--- src/sv/gtc_pkg.sv ---
// Shared types, codes and helpers for the two-button gesture controller.
`timescale 1ns / 1ps
`default_nettype none
package gtc_pkg;

  localparam int MaxRes      = 4;
  localparam int QDepth      = 2;
  localparam int NumRegs     = 8;
  localparam int AddrW       = 5;
  localparam logic [6:0] NoneShown = 7'd127;
  localparam logic [31:0] ShortMinMs = 32'd50;

  typedef enum logic [3:0] {
    EV_NONE    = 4'd0,
    EV_TOGGLE  = 4'd1,
    EV_STEP    = 4'd2,
    EV_ROTATE  = 4'd3,
    EV_OFF     = 4'd4,
    EV_LIGHT   = 4'd5,
    EV_DEEP    = 4'd6,
    EV_REBOOT  = 4'd7,
    EV_FACTORY = 4'd8,
    EV_CANCEL  = 4'd9,
    EV_WAKE    = 4'd10,
    EV_COUNT   = 4'd11,
    EV_FCOUNT  = 4'd12
  } event_t;

  typedef enum logic [2:0] {
    ACT_NONE   = 3'd0,
    ACT_OFF    = 3'd1,
    ACT_LIGHT  = 3'd2,
    ACT_DEEP   = 3'd3,
    ACT_REBOOT = 3'd4
  } action_t;

  typedef enum logic [1:0] {
    MODE_NORMAL = 2'd0,
    MODE_COMBO  = 2'd1,
    MODE_ARMED  = 2'd2
  } mode_t;

  typedef enum logic [2:0] {
    REG_BURST   = 3'd0,
    REG_OFFHOLD = 3'd1,
    REG_RBHOLD  = 3'd2,
    REG_COMBO   = 3'd3,
    REG_FACTORY = 3'd4,
    REG_ARMS    = 3'd5,
    REG_ARML    = 3'd6,
    REG_IDLE    = 3'd7
  } reg_idx_t;

  // button flag bits
  localparam int FDown = 0;
  localparam int FLong = 1;
  localparam int FWake = 2;

  typedef struct packed {
    logic        key_down;
    logic        boot_down;
    logic [31:0] now_ms;
  } tick_t;

  typedef struct packed {
    logic [3:0] event_res;
    logic [7:0] click_count;
    logic [6:0] countdown_secs;
    logic [2:0] armed_action;
    logic       screen_is_on;
    logic       last_of_tick;
  } result_t;

  typedef struct packed {
    logic [15:0] burst_window_ms;
    logic [15:0] screen_off_hold_ms;
    logic [15:0] reboot_hold_ms;
    logic [15:0] dual_hold_ms;
    logic [15:0] factory_hold_ms;
    logic [15:0] countdown_short_ms;
    logic [15:0] countdown_long_ms;
    logic [7:0]  idle_sleep_min;
  } cfg_t;

  typedef struct packed {
    logic [2:0]                cnt;
    result_t [MaxRes-1:0]      res;
  } bundle_t;

  function automatic result_t mk_result(event_t ev, logic [7:0] cnt, logic [6:0] secs,
                                        action_t act, logic scr);
    result_t r;
    r.event_res      = ev;
    r.click_count    = cnt;
    r.countdown_secs = secs;
    r.armed_action   = act;
    r.screen_is_on   = scr;
    r.last_of_tick   = 1'b0;
    return r;
  endfunction

  // ceil(x/1000) for x below 65536, via reciprocal 67109 / 2^26
  function automatic logic [6:0] ceil_secs(logic [16:0] x);
    logic [17:0] xr;
    logic [34:0] p;
    xr = {1'b0, x} + 18'd999;
    p  = xr * 17'd67109;
    return p[32:26];
  endfunction

endpackage
`default_nettype wire

--- src/sv/gtc_front.sv ---
// Front end: takes ticks, updates gesture state, builds one bundle of results per tick.
`timescale 1ns / 1ps
`default_nettype none
module gtc_front (
  input  wire                clk,
  input  wire                rst,
  input  gtc_pkg::cfg_t      cfg,
  input  wire                fire,
  input  gtc_pkg::tick_t     tick,
  output logic               push,
  output gtc_pkg::bundle_t   bundle
);
  import gtc_pkg::*;

  mode_t       mode, mode_next;
  action_t     pending_action, pending_action_next;
  logic [31:0] mode_start, mode_start_next;
  logic        released_once, released_once_next;
  logic [31:0] factory_start, factory_start_next;
  logic        factory_active, factory_active_next;
  logic [6:0]  shown_countdown, shown_countdown_next;
  logic [6:0]  shown_factory, shown_factory_next;
  logic [2:0]  key_flags, key_flags_next;
  logic [31:0] key_start, key_start_next;
  logic [2:0]  boot_flags, boot_flags_next;
  logic [31:0] boot_start, boot_start_next;
  logic [7:0]  click_tally, click_tally_next;
  logic [31:0] last_click_time, last_click_time_next;
  logic        screen_on, screen_on_next;
  logic [31:0] last_touch_time, last_touch_time_next;

  always_ff @(posedge clk) begin
    if (rst) begin
      mode            <= MODE_NORMAL;
      pending_action  <= ACT_NONE;
      mode_start      <= '0;
      released_once   <= 1'b0;
      factory_start   <= '0;
      factory_active  <= 1'b0;
      shown_countdown <= NoneShown;
      shown_factory   <= NoneShown;
      key_flags       <= '0;
      key_start       <= '0;
      boot_flags      <= '0;
      boot_start      <= '0;
      click_tally     <= '0;
      last_click_time <= '0;
      screen_on       <= 1'b1;
      last_touch_time <= '0;
    end else begin
      mode            <= mode_next;
      pending_action  <= pending_action_next;
      mode_start      <= mode_start_next;
      released_once   <= released_once_next;
      factory_start   <= factory_start_next;
      factory_active  <= factory_active_next;
      shown_countdown <= shown_countdown_next;
      shown_factory   <= shown_factory_next;
      key_flags       <= key_flags_next;
      key_start       <= key_start_next;
      boot_flags      <= boot_flags_next;
      boot_start      <= boot_start_next;
      click_tally     <= click_tally_next;
      last_click_time <= last_click_time_next;
      screen_on       <= screen_on_next;
      last_touch_time <= last_touch_time_next;
    end
  end

  always_comb begin
    logic        kp, bp, any, consumed, do_restart, is_reboot;
    logic [31:0] now, dur, elapsed, held;
    logic [2:0]  n;
    logic [6:0]  secs, fs;
    logic [23:0] idle_ms;

    kp = tick.key_down;
    bp = tick.boot_down;
    now = tick.now_ms;
    any = kp | bp;
    consumed = 1'b1;
    do_restart = 1'b0;
    is_reboot = (pending_action == ACT_REBOOT);
    n = '0;
    dur = '0;
    elapsed = '0;
    held = '0;
    secs = '0;
    fs = '0;
    idle_ms = cfg.idle_sleep_min * 16'd60000;
    bundle = '0;

    mode_next            = mode;
    pending_action_next  = pending_action;
    mode_start_next      = mode_start;
    released_once_next   = released_once;
    factory_start_next   = factory_start;
    factory_active_next  = factory_active;
    shown_countdown_next = shown_countdown;
    shown_factory_next   = shown_factory;
    key_flags_next       = key_flags;
    key_start_next       = key_start;
    boot_flags_next      = boot_flags;
    boot_start_next      = boot_start;
    click_tally_next     = click_tally;
    last_click_time_next = last_click_time;
    screen_on_next       = screen_on;
    last_touch_time_next = last_touch_time;

    if (fire) begin
      unique case (mode)
        MODE_NORMAL: begin
          if (kp && bp) begin
            mode_next = MODE_COMBO;
            mode_start_next = now;
            key_flags_next[FDown] = 1'b0;
            boot_flags_next[FDown] = 1'b0;
            click_tally_next = '0;
          end else begin
            consumed = 1'b0;
          end
        end
        MODE_COMBO: begin
          if (!(kp && bp)) begin
            mode_next = MODE_NORMAL;
            key_flags_next[FDown] = 1'b0;
            boot_flags_next[FDown] = 1'b0;
          end else if (now - mode_start >= {16'd0, cfg.dual_hold_ms}) begin
            // arm deep sleep, waiting for release
            mode_next = MODE_ARMED;
            pending_action_next = ACT_DEEP;
            mode_start_next = now;
            shown_countdown_next = NoneShown;
            shown_factory_next = NoneShown;
            factory_active_next = 1'b0;
            released_once_next = 1'b0;
            screen_on_next = 1'b1;
          end
        end
        default: begin
          if (!any) released_once_next = 1'b1;
          if (is_reboot) begin
            if (bp) begin
              if (!factory_active) begin
                factory_active_next = 1'b1;
                factory_start_next = now;
              end
            end else begin
              factory_active_next = 1'b0;
            end
          end
          held = now - factory_start_next;
          if (is_reboot && factory_active_next && held >= {16'd0, cfg.factory_hold_ms}) begin
            do_restart = 1'b1;
            bundle.res[0] = mk_result(EV_FACTORY, '0, '0, ACT_REBOOT, 1'b1);
            n = 3'd1;
          end else if (released_once_next && (is_reboot ? kp : any)) begin
            mode_next = MODE_NORMAL;
            pending_action_next = ACT_NONE;
            key_flags_next = {kp, 1'b1, kp};
            boot_flags_next = {bp, 1'b1, bp};
            key_start_next = now;
            boot_start_next = now;
            click_tally_next = '0;
            factory_active_next = 1'b0;
            last_touch_time_next = now;
            bundle.res[0] = mk_result(EV_CANCEL, '0, '0, pending_action, screen_on);
            n = 3'd1;
          end else begin
            dur = (pending_action == ACT_DEEP || is_reboot) ?
                  {16'd0, cfg.countdown_long_ms} : {16'd0, cfg.countdown_short_ms};
            elapsed = now - mode_start;
            if (elapsed >= dur) begin
              mode_next = MODE_NORMAL;
              pending_action_next = ACT_NONE;
              case (pending_action)
                ACT_OFF: begin
                  screen_on_next = 1'b0;
                  bundle.res[0] = mk_result(EV_OFF, '0, '0, ACT_OFF, 1'b0);
                  n = 3'd1;
                end
                ACT_LIGHT: begin
                  screen_on_next = 1'b0;
                  bundle.res[0] = mk_result(EV_LIGHT, '0, '0, ACT_LIGHT, 1'b0);
                  n = 3'd1;
                end
                ACT_DEEP: begin
                  do_restart = 1'b1;
                  bundle.res[0] = mk_result(EV_DEEP, '0, '0, ACT_DEEP, 1'b1);
                  n = 3'd1;
                end
                ACT_REBOOT: begin
                  do_restart = 1'b1;
                  bundle.res[0] = mk_result(EV_REBOOT, '0, '0, ACT_REBOOT, 1'b1);
                  n = 3'd1;
                end
                default: n = 3'd0;
              endcase
            end else begin
              secs = ceil_secs(dur[16:0] - elapsed[16:0]);
              fs = ceil_secs({1'b0, cfg.factory_hold_ms} - held[16:0]);
              if (is_reboot && factory_active_next) begin
                if (fs != shown_factory) begin
                  shown_factory_next = fs;
                  shown_countdown_next = NoneShown;
                  bundle.res[0] = mk_result(EV_FCOUNT, '0, fs, pending_action, screen_on);
                  n = 3'd1;
                end
              end else if (secs != shown_countdown) begin
                shown_countdown_next = secs;
                shown_factory_next = NoneShown;
                bundle.res[0] = mk_result(EV_COUNT, '0, secs, pending_action, screen_on);
                n = 3'd1;
              end
            end
          end
        end
      endcase

      if (!consumed) begin
        // KEY
        if (kp && !key_flags_next[FDown]) begin
          key_start_next = now;
          key_flags_next = {!screen_on_next, 1'b0, 1'b1};
          if (!screen_on_next) begin
            screen_on_next = 1'b1;
            bundle.res[n[1:0]] = mk_result(EV_WAKE, '0, '0, ACT_NONE, 1'b1);
            n = n + 3'd1;
          end
          last_touch_time_next = now;
        end else if (kp && !key_flags_next[FLong] && !key_flags_next[FWake] &&
                     now - key_start_next >= {16'd0, cfg.reboot_hold_ms}) begin
          key_flags_next[FLong] = 1'b1;
          click_tally_next = '0;
          mode_next = MODE_ARMED;
          pending_action_next = ACT_REBOOT;
          mode_start_next = now;
          shown_countdown_next = NoneShown;
          shown_factory_next = NoneShown;
          factory_active_next = 1'b0;
          released_once_next = 1'b0;
          screen_on_next = 1'b1;
        end else if (!kp && key_flags_next[FDown]) begin
          key_flags_next[FDown] = 1'b0;
          if (!key_flags_next[FLong] && !key_flags_next[FWake] &&
              now - key_start_next >= ShortMinMs) begin
            if (click_tally_next != 8'd255) click_tally_next = click_tally_next + 8'd1;
            last_click_time_next = now;
          end
        end
        // BOOT
        if (bp && !boot_flags_next[FDown]) begin
          boot_start_next = now;
          boot_flags_next = {!screen_on_next, 1'b0, 1'b1};
          if (!screen_on_next) begin
            screen_on_next = 1'b1;
            bundle.res[n[1:0]] = mk_result(EV_WAKE, '0, '0, ACT_NONE, 1'b1);
            n = n + 3'd1;
          end
          last_touch_time_next = now;
        end else if (bp && !boot_flags_next[FLong] && !boot_flags_next[FWake] &&
                     now - boot_start_next >= {16'd0, cfg.screen_off_hold_ms}) begin
          boot_flags_next[FLong] = 1'b1;
          mode_next = MODE_ARMED;
          pending_action_next = ACT_OFF;
          mode_start_next = now;
          shown_countdown_next = NoneShown;
          shown_factory_next = NoneShown;
          factory_active_next = 1'b0;
          released_once_next = 1'b0;
          screen_on_next = 1'b1;
        end else if (!bp && boot_flags_next[FDown]) begin
          boot_flags_next[FDown] = 1'b0;
          if (!boot_flags_next[FLong] && !boot_flags_next[FWake] &&
              now - boot_start_next >= ShortMinMs) begin
            bundle.res[n[1:0]] = mk_result(EV_ROTATE, '0, '0, ACT_NONE, screen_on_next);
            n = n + 3'd1;
          end
        end
        // close the burst
        if (click_tally_next != 8'd0 &&
            now - last_click_time_next > {16'd0, cfg.burst_window_ms}) begin
          if (click_tally_next == 8'd2)
            bundle.res[n[1:0]] = mk_result(EV_TOGGLE, '0, '0, ACT_NONE, screen_on_next);
          else
            bundle.res[n[1:0]] = mk_result(EV_STEP, click_tally_next, '0, ACT_NONE,
                                           screen_on_next);
          click_tally_next = '0;
          n = n + 3'd1;
        end
        // idle arming of light sleep
        if (!screen_on_next && cfg.idle_sleep_min != 8'd0 &&
            now - last_touch_time_next >= {8'd0, idle_ms}) begin
          mode_next = MODE_ARMED;
          pending_action_next = ACT_LIGHT;
          mode_start_next = now;
          shown_countdown_next = NoneShown;
          shown_factory_next = NoneShown;
          factory_active_next = 1'b0;
          released_once_next = 1'b1;
          screen_on_next = 1'b1;
        end
      end

      if (do_restart) begin
        mode_next            = MODE_NORMAL;
        pending_action_next  = ACT_NONE;
        mode_start_next      = '0;
        released_once_next   = 1'b0;
        factory_start_next   = '0;
        factory_active_next  = 1'b0;
        shown_countdown_next = NoneShown;
        shown_factory_next   = NoneShown;
        key_flags_next       = '0;
        key_start_next       = '0;
        boot_flags_next      = '0;
        boot_start_next      = '0;
        click_tally_next     = '0;
        last_click_time_next = '0;
        screen_on_next       = 1'b1;
        last_touch_time_next = now;
      end
    end

    bundle.cnt = n;
    push = fire && (n != 3'd0);
  end

endmodule
`default_nettype wire

--- src/sv/gtc_queue.sv ---
// Short queue of result bundles between front and back.
`timescale 1ns / 1ps
`default_nettype none
module gtc_queue #(
  parameter int DEPTH = gtc_pkg::QDepth
) (
  input  wire                clk,
  input  wire                rst,
  input  wire                push,
  input  gtc_pkg::bundle_t   wr_data,
  output logic               full,
  input  wire                pop,
  output logic               not_empty,
  output gtc_pkg::bundle_t   rd_data
);
  import gtc_pkg::*;

  localparam int PtrW = (DEPTH > 1) ? $clog2(DEPTH) : 1;

  bundle_t           mem [DEPTH];
  logic [PtrW-1:0]   wptr, rptr;
  logic [PtrW:0]     count;

  assign full      = (count == (PtrW+1)'(DEPTH));
  assign not_empty = (count != '0);
  assign rd_data   = mem[rptr];

  always_ff @(posedge clk) begin
    if (push) mem[wptr] <= wr_data;
  end

  always_ff @(posedge clk) begin
    if (rst) begin
      wptr  <= '0;
      rptr  <= '0;
      count <= '0;
    end else begin
      if (push) wptr <= (wptr == PtrW'(DEPTH-1)) ? '0 : wptr + 1'b1;
      if (pop)  rptr <= (rptr == PtrW'(DEPTH-1)) ? '0 : rptr + 1'b1;
      count <= count + (PtrW+1)'(push) - (PtrW+1)'(pop);
    end
  end

endmodule
`default_nettype wire

--- src/sv/gtc_back.sv ---
// Back end: issue the results of the head bundle one beat at a time.
`timescale 1ns / 1ps
`default_nettype none
module gtc_back (
  input  wire                clk,
  input  wire                rst,
  input  wire                head_valid,
  input  gtc_pkg::bundle_t   head,
  output logic               pop,
  output logic               result_valid,
  input  wire                result_ready,
  output gtc_pkg::result_t   result
);
  import gtc_pkg::*;

  logic [1:0] idx;
  logic       last;

  always_comb begin
    last   = ({1'b0, idx} == head.cnt - 3'd1);
    result = head.res[idx];
    result.last_of_tick = last;
    result_valid = head_valid;
    pop = head_valid && result_ready && last;
  end

  always_ff @(posedge clk) begin
    if (rst) begin
      idx <= '0;
    end else if (head_valid && result_ready) begin
      idx <= last ? 2'd0 : idx + 2'd1;
    end
  end

endmodule
`default_nettype wire

--- src/sv/two_button_gesture_controller.sv ---
// Top level of the two-button gesture controller: register port, front, queue, back.
// A tick's bundle is registered into the bundle queue when the tick is accepted; its first
// result is issued once that bundle reaches the queue head. Throughput: one tick a cycle
// while the queue is not full; each result takes one beat on the result channel.
// The front stalls only when the bundle queue is full.
// Reset (synchronous, rst high): gesture state and registers return to their defaults.
`timescale 1ns / 1ps
`default_nettype none
module two_button_gesture_controller #(
  parameter int QUEUE_DEPTH = gtc_pkg::QDepth
) (
  input  wire                          clk,
  input  wire                          rst,
  input  wire                          tick_valid,
  output logic                         tick_ready,
  input  gtc_pkg::tick_t               tick,
  output logic                         result_valid,
  input  wire                          result_ready,
  output gtc_pkg::result_t             result,
  input  wire                          psel,
  input  wire                          penable,
  input  wire                          pwrite,
  input  wire [gtc_pkg::AddrW-1:0]     paddr,
  input  wire [31:0]                   pwdata,
  output logic [31:0]                  prdata,
  output logic                         pready
);
  import gtc_pkg::*;

  cfg_t     cfg;
  logic     fire, push, full, head_valid, pop;
  bundle_t  wr_bundle, head;
  reg_idx_t ridx;

  // Register file: written on the access phase of an APB write.
  assign pready = 1'b1;
  assign ridx   = reg_idx_t'(paddr[AddrW-1:2]);

  always_ff @(posedge clk) begin
    if (rst) begin
      cfg.burst_window_ms    <= 16'd280;
      cfg.screen_off_hold_ms <= 16'd2000;
      cfg.reboot_hold_ms     <= 16'd10000;
      cfg.dual_hold_ms       <= 16'd5000;
      cfg.factory_hold_ms    <= 16'd2000;
      cfg.countdown_short_ms <= 16'd3000;
      cfg.countdown_long_ms  <= 16'd5000;
      cfg.idle_sleep_min     <= 8'd0;
    end else if (psel && penable && pwrite) begin
      unique case (ridx)
        REG_BURST:   cfg.burst_window_ms    <= pwdata[15:0];
        REG_OFFHOLD: cfg.screen_off_hold_ms <= pwdata[15:0];
        REG_RBHOLD:  cfg.reboot_hold_ms     <= pwdata[15:0];
        REG_COMBO:   cfg.dual_hold_ms       <= pwdata[15:0];
        REG_FACTORY: cfg.factory_hold_ms    <= pwdata[15:0];
        REG_ARMS:    cfg.countdown_short_ms <= pwdata[15:0];
        REG_ARML:    cfg.countdown_long_ms  <= pwdata[15:0];
        REG_IDLE:    cfg.idle_sleep_min     <= pwdata[7:0];
        default:     cfg.idle_sleep_min     <= cfg.idle_sleep_min;
      endcase
    end
  end

  always_comb begin
    unique case (ridx)
      REG_BURST:   prdata = {16'd0, cfg.burst_window_ms};
      REG_OFFHOLD: prdata = {16'd0, cfg.screen_off_hold_ms};
      REG_RBHOLD:  prdata = {16'd0, cfg.reboot_hold_ms};
      REG_COMBO:   prdata = {16'd0, cfg.dual_hold_ms};
      REG_FACTORY: prdata = {16'd0, cfg.factory_hold_ms};
      REG_ARMS:    prdata = {16'd0, cfg.countdown_short_ms};
      REG_ARML:    prdata = {16'd0, cfg.countdown_long_ms};
      REG_IDLE:    prdata = {24'd0, cfg.idle_sleep_min};
      default:     prdata = '0;
    endcase
  end

  // Take a tick whenever the queue has room for its bundle, even with results waiting.
  assign tick_ready = !full;
  assign fire       = tick_valid && tick_ready;

  gtc_front u_front (
    .clk    (clk),
    .rst    (rst),
    .cfg    (cfg),
    .fire   (fire),
    .tick   (tick),
    .push   (push),
    .bundle (wr_bundle)
  );

  gtc_queue #(
    .DEPTH (QUEUE_DEPTH)
  ) u_queue (
    .clk       (clk),
    .rst       (rst),
    .push      (push),
    .wr_data   (wr_bundle),
    .full      (full),
    .pop       (pop),
    .not_empty (head_valid),
    .rd_data   (head)
  );

  // Drain the head bundle, marking the final beat of each tick.
  gtc_back u_back (
    .clk          (clk),
    .rst          (rst),
    .head_valid   (head_valid),
    .head         (head),
    .pop          (pop),
    .result_valid (result_valid),
    .result_ready (result_ready),
    .result       (result)
  );

endmodule
`default_nettype wire

--- config.mk ---
export PLATFORM = sky130hd
export DESIGN_NAME = two_button_gesture_controller
export DESIGN_NICKNAME = d
export VERILOG_FILES = /design/src/sv/gtc_pkg.sv /design/src/sv/gtc_front.sv /design/src/sv/gtc_queue.sv /design/src/sv/gtc_back.sv /design/src/sv/two_button_gesture_controller.sv
export SDC_FILE = /design/constraint.sdc
export NUM_CORES = 2
export LEC_CHECK = 0
export BUFFER_PORTS_ARGS = -buffer_cell sky130_fd_sc_hd__buf_4
export CORE_ASPECT_RATIO = 1.75
export CORE_MARGIN = 4
export CORE_UTILIZATION = 45
export DETAILED_ROUTE_END_ITERATION = 6
export PLACE_DENSITY_LB_ADDON = 0.25
export SKIP_LAST_GASP = 1
export SLEW_MARGIN = 20
export SYNTH_ARGS = -nofsm -noshare
export SYNTH_HDL_FRONTEND = slang
export SYNTH_SLANG_ARGS = --single-unit
--- constraint.sdc ---
create_clock -name clk -period 20.1 [get_ports clk]
set_input_delay 2.01 -clock clk [delete_from_list [all_inputs] [get_ports clk]]
set_output_delay 2.01 -clock clk [all_outputs]
set_load 0.05 [all_outputs]
==> impl_metrics.yaml <==
sta:
  setup_tns_ns: 0
  drv_slew: 0
  fmax_mhz: 52.78
  fin_skew_ns: 0.04477
  final-hold-violation-count: 0
  final-setup-viol-count: 0
  fin_crit_ns: 18.95
  fin_crit_sh: 0.9426
  worstMarginPinSlew_ns: 1.111
  grt_setup_unrepaired: "false"
  slew_headroom: 0.2565
routing:
  wl_mm: 151.2
  wl_per_cell_um: 21.47
  dr.pass1.iters: 7
  dr_total_vias: 41580
  ant_nets: 0
  drtIter0Drc: 2576
  drc: 8
  viasPerCell: 5.902
critical_path:
  cp_max_fo: 63
  crit_top_cell: "a21oi_1"
  crit_path_end_kind: "register"
  setup.worst_path.class: "input pin to register"
  cp-start-kind: "input pin"
  critical_path_buf_inv_count: 5
  worstPathArrival_ns: 19.22
  crit_slowest_cell: "a2111oi_0"
  max_stage_delay_ns: 0.79
  required_ns: 20.38
  path_delay_family: "compound AO/OA/AOI/OAI gates"
synth:
  synth_edf_count: 124
  yosysUniqueCellTypes: 118
  async_flop_share: 0
  syn_avg_cell_area_sq_um: 8.318
  ys_top_cells_by_area: "ha_1, dfxtp_1, edfxtp_1, a21oi_1, fa_1"
  yosys_warnings: 0
  ys_ff_latch: 479
  ys_seq_area_frac: 0.2291
  synth_top_area_frac: 0.1826
  synthFlopType: "dfxtp_1"
  synth_cells: 5684
  syn-cell-area_sq_um: 47280
  yosys.area.top_type: "ha_1"
power_and_ir_drop:
  p_leak_nw: 21.60
  p_total_w: 0.01003
  peakVddDrop_mv: 0.2684
  powerDensity_nw_per_um2: 195.8
clock_network:
  cts.clk_slew.worst_paths_ns: 0.06
  cts_tree: "done"
  clock-sinks: 479
  post_cts_resized: 0
  htree_levels: 2
  ctsHoldBuffers: 0
  clockRootBuffer: "clkbuf_16"
  cts_setup_buffers: 0
  clock_latency_ns: 0.67
  cts_buffers: 50
  cts.path.max_buffers: 3
grt:
  grt_pass1_vias: 41510
  grt_overflow: 0
  grt_max_degree: 110
  antenna_found_initial: 3
  grt_pass1_wl_mm: 231.8
  grt.total_usage: 0.2662
floorplanning:
  rows: 157
  fp.coreArea_sq_um: 104500
  fp.dieArea_sq_um: 110500
  fp.dieH_um: 436.8
  initial_core_util: 0.4524
  dieWidth_um: 253.0
  boundaryPins: 137
final_layout:
  syn_to_final_growth_pct: 8.312
  fin_nets: 6541
  nFillCells: 10120
  multi_input_area_sq_um: 33460
  final_layout_size_suffix_gt1_frac: 0.06993
  seq_area_sq_um: 10830
  instances_no_fill: 7045
flow_run:
  maxCapViolCount: 0
placed_design:
  dp_cells: 6950
  io_buffers: 101
  hpwl_mm: 117.4
  gp_congestion: 0.9475
run_status:
  run_status: "complete, but fails checks"
  violations: "design-rule violations"
min_path:
  hold_class: "register to register"
-- sequential cells by signal, indices dropped and copies added, names as in the netlist, named ones only --
signal	cells
u_front.pending_action	3
u_back.idx	2
u_front.factory_start	32
u_front.click_tally	8
u_queue.count	2
u_front.screen_on	1
u_front.key_flags	3
u_queue.mem	124
u_queue.wptr	1
u_front.last_click_time	32
u_front.key_start	32
u_front.mode	2
u_front.last_touch_time	32
u_front.mode_start	32
u_front.boot_start	32
u_front.shown_factory	7
u_front.factory_active	1
u_front.shown_countdown	7
u_queue.rptr	1
cfg	120
u_front.boot_flags	3
u_front.released_once	1
-- routing by layer --
layer	wire length, um	GRT usage	vias to the layer above
met1	54400	0.2734	20020
met5	0	0	-
met2	79080	0.5039	1054
met3	5580	0.02452	382
li1	-	-	20120
met4	12180	0.1804	0
-- metrics by stage --
stage               worst slack, ns  hold slack (ns)  instance area, sq um    util
floorplan                    0.4943           0.4360                 47340       -
global placement             0.7430           0.4410                 49410  0.4728
detailed placement           0.5761           0.4465                 49410  0.4728
CTS                           1.243           0.4553                 51200  0.4899
global route                0.04256           0.4731                 51210  0.4900
finish                        1.154           0.4528                 51210  0.4900
-- logic make-up after synthesis --
family,synth area share
and+or+nand+nor,0.1632
muxes,0.06245
other,0.0001588
buffers and inverters,0.06785
adders and majority gates,0.2342
xor gates and xnor gates,0.04462
DFF,0.2291
AOI/OAI and AO/OA,0.1984
-- worst register-to-register path, delay by kind of cell (launching register included) --
family,cells,cell delay (ns)
compound gates,31,7.38
simple gates,20,6.55
fa+ha+maj,6,1.92
buf+inv,4,1.18
xor+xnor,3,0.69
flops,1,0.58
mux,1,0.19
-- cell type report --
cell class	instances	area share
Antenna cell	3	0.0001466
Multi-Input combinational cell	4389	0.6534
Clock buffer	61	0.02661
Clock inverter	31	0.008331
Timing Repair Buffer	174	0.02614
Sequential cell	479	0.2115
Inverter	557	0.04083
Tap cell	1351	0.03301
-- cells in the final DEF, fill, tap and decap left out, types with 21 or more instances in the layout --
master,netlist,routed
o21ai_0,170,170
o2111ai_1,23,23
or2_2,21,21
a31oi_1,53,53
nand3_1,99,98
nand2_1,524,521
xnor2_1,146,146
nor2_1,512,507
mux4_2,28,28
o21a_1,49,49
o211ai_1,48,48
nand2b_1,64,64
nor3_1,118,115
mux2i_1,214,214
clkbuf_16,0,50
xor2_1,77,77
a21oi_1,498,496
nand4_1,53,53
a22o_1,42,42
nor2b_1,39,39
inv_1,554,554
fa_1,122,122
o31ai_1,27,26
and3_1,41,41
ha_1,690,690
a22oi_1,78,78
buf_4,18,171
dfxtp_1,355,354
and2_1,26,26
a211oi_1,41,41
or3_1,29,29
edfxtp_1,124,124
a21o_1,101,101
o21bai_1,34,34
a211o_1,41,41
-- Yosys cell counts (all sizes together) (20+ instances only) --
master and instances:
nor2b 39, o211ai 49, a211oi 46, a211o 41, o2111ai 24, buf 61
dfxtp 355, or2 25, a21o 101, a21oi 500, nor3 122, o22ai 20
nand3b 20, nand2b 64, fa 122, o21bai 34, xor2 78, a22oi 78
and2 28, nand3 100, nand4 54, a22o 42, xnor2 147, o21a 50
edfxtp 124, inv 556, or3 29, a31oi 55, clkbuf 213, ha 690
and3 42, mux2i 214, o31ai 27, nand2 525, mux4 28, o21ai 189
nor2 512
-- power by group --
part / total (W) / internal [W] / switching, W
logic: 0.00796 / 0.00334 / 0.00462
registers: 0.00104 / 0.00103 / 0.0000159
clock network: 0.00103 / 0.000581 / 0.000448
-- final timing paths --
path	from	end	slack, ns	cells past startpoint
worst min-delay path	u_front.last_touch_time[24]	u_front.last_touch_time[24]	0.45	2
worst max register to register	u_front.pending_action[2]	u_queue.mem[1][6]	1.21	65
worst max-delay path	tick[32]	u_queue.mem[1][6]	1.15	65
worst min register to register	u_front.last_touch_time[24]	u_front.last_touch_time[24]	0.45	2
No activity file was read; power rests on OpenSTA's default activity.
